===== config.mk =====
export PLATFORM = sky130hd
export DESIGN_NAME = top_k_largest_select
export DESIGN_NICKNAME = d
export VERILOG_FILES = /design/src/rtl/tkls_pkg.sv /design/src/rtl/top_k_largest_select.sv /design/src/rtl/tkls_cell.sv
export SDC_FILE = /design/constraint.sdc
export NUM_CORES = 2
export LEC_CHECK = 0
export ABC_AREA = 0
export BUFFER_PORTS_ARGS = -buffer_cell sky130_fd_sc_hd__buf_2
export CAP_MARGIN = 20
export CELL_PAD_IN_SITES_DETAIL_PLACEMENT = 0
export CELL_PAD_IN_SITES_GLOBAL_PLACEMENT = 2
export CORE_UTILIZATION = 43
export CTS_CLUSTER_SIZE = 8
export DETAILED_ROUTE_END_ITERATION = 8
export PLACE_DENSITY_LB_ADDON = 0.2
export SLEW_MARGIN = 20
export SYNTH_ARGS = -nofsm -noshare
export SYNTH_HDL_FRONTEND = slang
export SYNTH_SLANG_ARGS = --single-unit

===== constraint.sdc =====
create_clock -name clk -period 7.1 [get_ports clk]
set_clock_uncertainty 0.2 [all_clocks]
set_input_delay 0.71 -clock clk [delete_from_list [all_inputs] [get_ports clk]]
set_output_delay 0.71 -clock clk [all_outputs]
set_load 0.005 [all_outputs]

===== src/rtl/tkls_pkg.sv =====
`timescale 1ns / 1ps
`default_nettype none

package tkls_pkg;

  localparam int KMax   = 16;
  localparam int DataW  = 32;
  localparam int CountW = 5;
  // Width of an index or a count that can reach KMax itself.
  localparam int IdxW   = $clog2(KMax + 1);

  typedef struct packed {
    logic signed [DataW-1:0] value;
    logic                    last;
  } item_t;

  typedef struct packed {
    logic signed [DataW-1:0] value_res;
    logic                    last_res;
  } result_t;

  // What the chain does this cycle; shared by every cell.
  typedef struct packed {
    logic                    ins;
    logic                    drain;
    logic signed [DataW-1:0] din;
  } chain_ctl_t;

  // What a cell shows its neighbors.
  typedef struct packed {
    logic                    valid;
    logic                    ge;
    logic signed [DataW-1:0] value;
  } link_t;

endpackage

`default_nettype wire


===== src/rtl/top_k_largest_select.sv =====
// Channel  | Signals               | Transfer
// ---------+-----------------------+-------------------------------
// item     | start, busy, item     | rising edge with start && !busy
// result   | strobe, result        | every cycle strobe is high
// config   | cfg_we, cfg_wdata     | rising edge with cfg_we high
//
// A new element is taken whenever busy is low: every cell compares it with its own entry
// in parallel and the chain shifts smaller entries down by one slot.
// After the element marked last, the chain shifts its n kept values out of
// cell 0, one per cycle, largest first; busy stays high until the last of them is shown.
// rst (synchronous) empties the chain and sets the count to 1.
// The receiver cannot stall: each result is shown for exactly one cycle.
`timescale 1ns / 1ps
`default_nettype none

module top_k_largest_select
  import tkls_pkg::*;
(
  input  wire logic              clk,
  input  wire logic              rst,
  input  wire logic              start,
  output logic                   busy,
  input  wire item_t             item,
  input  wire logic              cfg_we,
  input  wire logic [CountW-1:0] cfg_wdata,
  output logic                   strobe,
  output result_t                result
);

  logic [CountW-1:0] top_count;
  logic [IdxW-1:0]   keff;
  logic              draining;
  logic              accept;
  chain_ctl_t        ctl;
  link_t             links   [KMax];
  link_t             prev_of [KMax];
  link_t             next_of [KMax];

  // Config register; the user must write it only while idle, the block itself does not enforce it.
  always_ff @(posedge clk) begin
    if (rst) begin
      top_count <= CountW'(1);
    end else if (cfg_we) begin
      top_count <= cfg_wdata;
    end
  end

  // Zero acts as one, anything above the chain length as the full chain.
  always_comb begin
    if (top_count == '0) begin
      keff = IdxW'(1);
    end else if (32'(top_count) > KMax) begin
      keff = IdxW'(KMax);
    end else begin
      keff = IdxW'(top_count);
    end
  end

  assign busy   = draining;
  assign accept = start && !draining;

  assign ctl.ins   = accept;
  assign ctl.drain = draining;
  assign ctl.din   = item.value;

  // Neighbor wiring: cell 0 always sees a "larger" neighbor above it, the
  // last cell sees an empty slot below it.
  for (genvar i = 0; i < KMax; i++) begin : g_wire
    if (i == 0) begin : g_head
      assign prev_of[i] = '{valid: 1'b0, ge: 1'b1, value: '0};
    end else begin : g_mid
      assign prev_of[i] = links[i-1];
    end
    if (i == KMax - 1) begin : g_tail
      assign next_of[i] = '{valid: 1'b0, ge: 1'b0, value: '0};
    end else begin : g_body
      assign next_of[i] = links[i+1];
    end

    tkls_cell u_cell (
      .clk       (clk),
      .rst       (rst),
      .ctl       (ctl),
      .en        (IdxW'(i) < keff),
      .prev_link (prev_of[i]),
      .next_link (next_of[i]),
      .link      (links[i])
    );
  end

  // Output straight from cell 0 while unloading.
  assign strobe           = draining && links[0].valid;
  assign result.value_res = links[0].value;
  assign result.last_res  = !next_of[0].valid;

  // After a set's last element the chain always holds at least one entry
  // (an empty chain takes the element into cell 0, a non-empty one keeps
  // cell 0), so the unload has at least one transfer and ends on the one
  // flagged last_res.
  always_ff @(posedge clk) begin
    if (rst) begin
      draining <= 1'b0;
    end else if (accept && item.last) begin
      draining <= 1'b1;
    end else if (strobe && result.last_res) begin
      draining <= 1'b0;
    end
  end

endmodule

`default_nettype wire


===== src/rtl/tkls_cell.sv =====
`timescale 1ns / 1ps
`default_nettype none

module tkls_cell
  import tkls_pkg::*;
(
  input  wire logic       clk,
  input  wire logic       rst,
  input  wire chain_ctl_t ctl,
  input  wire logic       en,        // slot lies below the effective count
  input  wire link_t      prev_link, // toward the largest entry
  input  wire link_t      next_link, // toward the smallest entry
  output link_t           link
);

  logic signed [DataW-1:0] value;
  logic                    valid;

  // Entry stays put when it is at least as large as the incoming value.
  assign link.valid = valid;
  assign link.value = value;
  assign link.ge    = valid && en && (value >= ctl.din);

  always_ff @(posedge clk) begin
    if (rst) begin
      valid <= 1'b0;
    end else if (ctl.drain) begin
      valid <= next_link.valid;
      value <= next_link.value;
    end else if (ctl.ins) begin
      if (!en) begin
        valid <= 1'b0;
      end else if (link.ge) begin
        valid <= valid;
      end else if (prev_link.ge) begin
        valid <= 1'b1;
        value <= ctl.din;
      end else begin
        valid <= prev_link.valid;
        value <= prev_link.value;
      end
    end
  end

endmodule

`default_nettype wire

==> results.md <==
- Final Wtd Congestion: 0.938
- Worst EP required: 7.25 ns
- Commonest non-fill, non-tap cells in the layout: ha_1, edfxtp_1, a21oi_1, nand2_1, nor2_1
- Largest net degree at the start of global routing: 155
- Total power: 0.00934 W
- Initial antenna violation count: 2
- Final period util: 77.3%
- Root buffer cell: clkbuf_16
- Synth Instances: 3,791
- Core area: 90,000 sq um
- Io pins: 77
- Max-slew headroom: 21.1%
- RSZ-0062 raised after global routing: false
- CTS H-tree depth: 3
- Via count: 33.0k
- Sw Pwr: 0.00289 W
- Syn_area_per_cell: 10.3 sq um
- Most common flop cell mapped by yosys: edfxtp_1
- Simple-gate share of the synthesized area: 13.4%
- Final Worst Setup Slack: 1.61 ns
- Tmin final: 5.49 ns
- Flops & latches, synth: 534
- Post-place setup slack: 1.22 ns
- Post-cts gate resize count: 0
- Clock transition at path regs: 0.05 ns
- 1st-iter DRT viols: 3,288
- Global-route wire length before repair: 215,000 um
- Post-synth EDFFs: 512
- Crit. End Element: flip-flop
- Mapped Area: 39,000 sq um
- Die height: 303 um
- Routed vias/inst: 6.63
- Cts bufs inserted: 77
- # rows: 110
- Drt wl/cell: 29.4 um
- Synth area leader: edfxtp_1
- Compound-Gate Fraction of Synth Area: 19.5%
- Clock Sinks: 534
- Worst Path Arrival: 5.64 ns
- Die width: 303 um
- CP max FO: 29
- Number of synthesis warnings: 0
- Maximum Capacitance Violations: 0
- Sequential fraction of the synthesis area: 40.5%
- Setup_tns: 0 ns
- CTS Hold Bufs: 0
- Fin. max-slew vios: 0
- Crit Path Category: in2reg
- Number of I/O port buffers: 76
- Synth async-reset ratio: 0%
- Synth top area share: 39.4%
- Synth area leaders: edfxtp_1, ha_1, mux2i_1, a221o_1, a21oi_1
- Final hold vios: 0
- Drt drc: 0
- Clk_lat worst skew: 0.65 ns
- Largest family of logic cells by synthesized area: compound AO/OA/AOI/OAI gates
- Initial Utilization: 43.4%
- CTS tree: done
- P&R area growth vs syn: 9.20%
- Placed instance area: 40,400 sq um
- Grt ovf: 0
- Post-Route WL: 147,000 um
- Design Area, Final: 42,600 sq um
- Detailed Place HPWL: 107,000 um
- Count of cell types in the netlist: 74
- Clock share of power: 38.1%
- XOR/XNOR Fraction of Synth Area: 0%
- Final setup fails: 0
- Share of layout cells above drive strength 1: 8.05%
- Die area: 92,000 sq um
- GRT Total Usage: 31.4%
- Routed Antenna Nets: 0
- Fin nets: 4,323
- Vias in the first global route: 32.6k
- Startpoint Class: input pin
- Sequential Power Share: 42.1%
- Synthesized-area fraction occupied by adder cells: 16.4%
- Worst-margin pin slew: 1.18 ns
- Pleak: 17.4 nW
- Hold Path Class: in2reg
- Sw frac: 31.0%
- Syn Nets: 4,345
- Maximum vdd drop: 0.000165 V
- Status: completed
- DRT Pass-1 Iters: 6
- Post-CTS Setup Inserts: 0
- Max clock buf depth: 3
- PwrDens: 219 nW/um^2
- Gate power share: 19.8%
- Maximum clock frequency: 0.182 GHz
- Post-synthesis mux area share: 5.99%
- P_int: 0.00644 W
-- Yosys cell counts (5+ instances only) --
cell       count
a211oi_1      69
edfxtp_1     512
nor2b_1       27
nand2_1      296
a31o_2         5
o31ai_1        8
clkbuf_1     177
nor3_1       120
or3_1          5
buf_4         18
a21oi_1      415
o21ai_0      170
nand2b_1      18
o211ai_1      17
nor4b_1        5
buf_1         10
buf_6          7
a221o_1      218
o21ai_1        8
nor4_1        11
nand4_1       97
a31oi_1       15
clkbuf_8      20
nand3_1       26
ha_1         512
mux2i_1      230
a221oi_1       6
a2111oi_0     10
nor2_1       291
and2_1         7
o21a_1        12
nor3b_1      123
a21o_1       121
a41oi_1        5
dfxtp_1       22
and4_1        16
o311ai_0       7
or4_1          5
inv_1         60
buf_2         31
-- layout make-up --
type	count	area, sq um
Clock inverter	4	42.5
Fill cell	8414	47400
Inverter	61	236
Multi-Input combinational cell	2930	21800
Antenna cell	1	2.50
Clock buffer	109	2120
Sequential cell	534	15800
Timing Repair Buffer	165	1130
Tap cell	1176	1470
-- metal layers --
layer	wire [um]	global-route usage, %
met5	0	0
met4	6670	13.3
met3	9610	3.87
met2	69200	52.2
met1	61100	41.2
-- cells by family (layout without fill, tap and decap cells) --
kind of cell,after synthesis,in the layout
and+or+nand+nor,1063,1063
buffers and inverters,327,339
muxes,233,233
DFF,534,534
AOI/OAI and AO/OA,1122,1122
adders and majority gates,512,512
other,0,1
-- registers in the layout, summed over array words and instances (netlist names) --
name / count
top_count: 5
g_wire.u_cell.valid: 16
busy: 1
g_wire.u_cell.value: 512
-- critical path, cell delays in order --
cell and delay (ns):
buf_2 0.29, inv_1 0.58, ha_1 0.58, nand4_1 0.28, nor4b_1 0.94, nor2_1 0.16, a31oi_1 0.33, mux2_2 0.42
nand2_2 0.72, buf_4 0.29, mux2i_1 0.22, a21oi_1 0.10
-- through the flow --
stage / hold WS (ns) / instances / utilization (%)
after floorplan: 0.292 / 3791 / -
after global placement: 0.331 / 4865 / 44.9
after detailed placement: 0.337 / 4865 / 44.9
after CTS: 0.0953 / 4978 / 47.3
after global routing: 0.118 / 4979 / 47.3
final: 0.117 / 4980 / 47.3
-- power groups by stage --
stage	combinational [W]	clock, W	sequential (W)
6_report	0.00185	0.00355	0.00393
5_1_grt	0.00202	0.00369	0.00395
4_1_cts	0.00182	0.00358	0.00393
3_5_place_dp	0.00182	0	0.00399
3_3_place_gp	0.00176	0	0.00399
2_1_floorplan	0.00124	0	0.00389
-- path summary, 6_finish.rpt --
kind,from,to,slack [ns],cells after the start
worst min-delay path,cfg_wdata[2],top_count[2],0.12,3
worst max register to register,g_wire[6].u_cell.value[27],g_wire[7].u_cell.value[7],2.36,10
worst max-delay path,item[28],g_wire[7].u_cell.value[7],1.61,12
worst min register to register,g_wire[9].u_cell.valid,g_wire[8].u_cell.valid,0.34,2
Power figures use the tool's default switching activity.
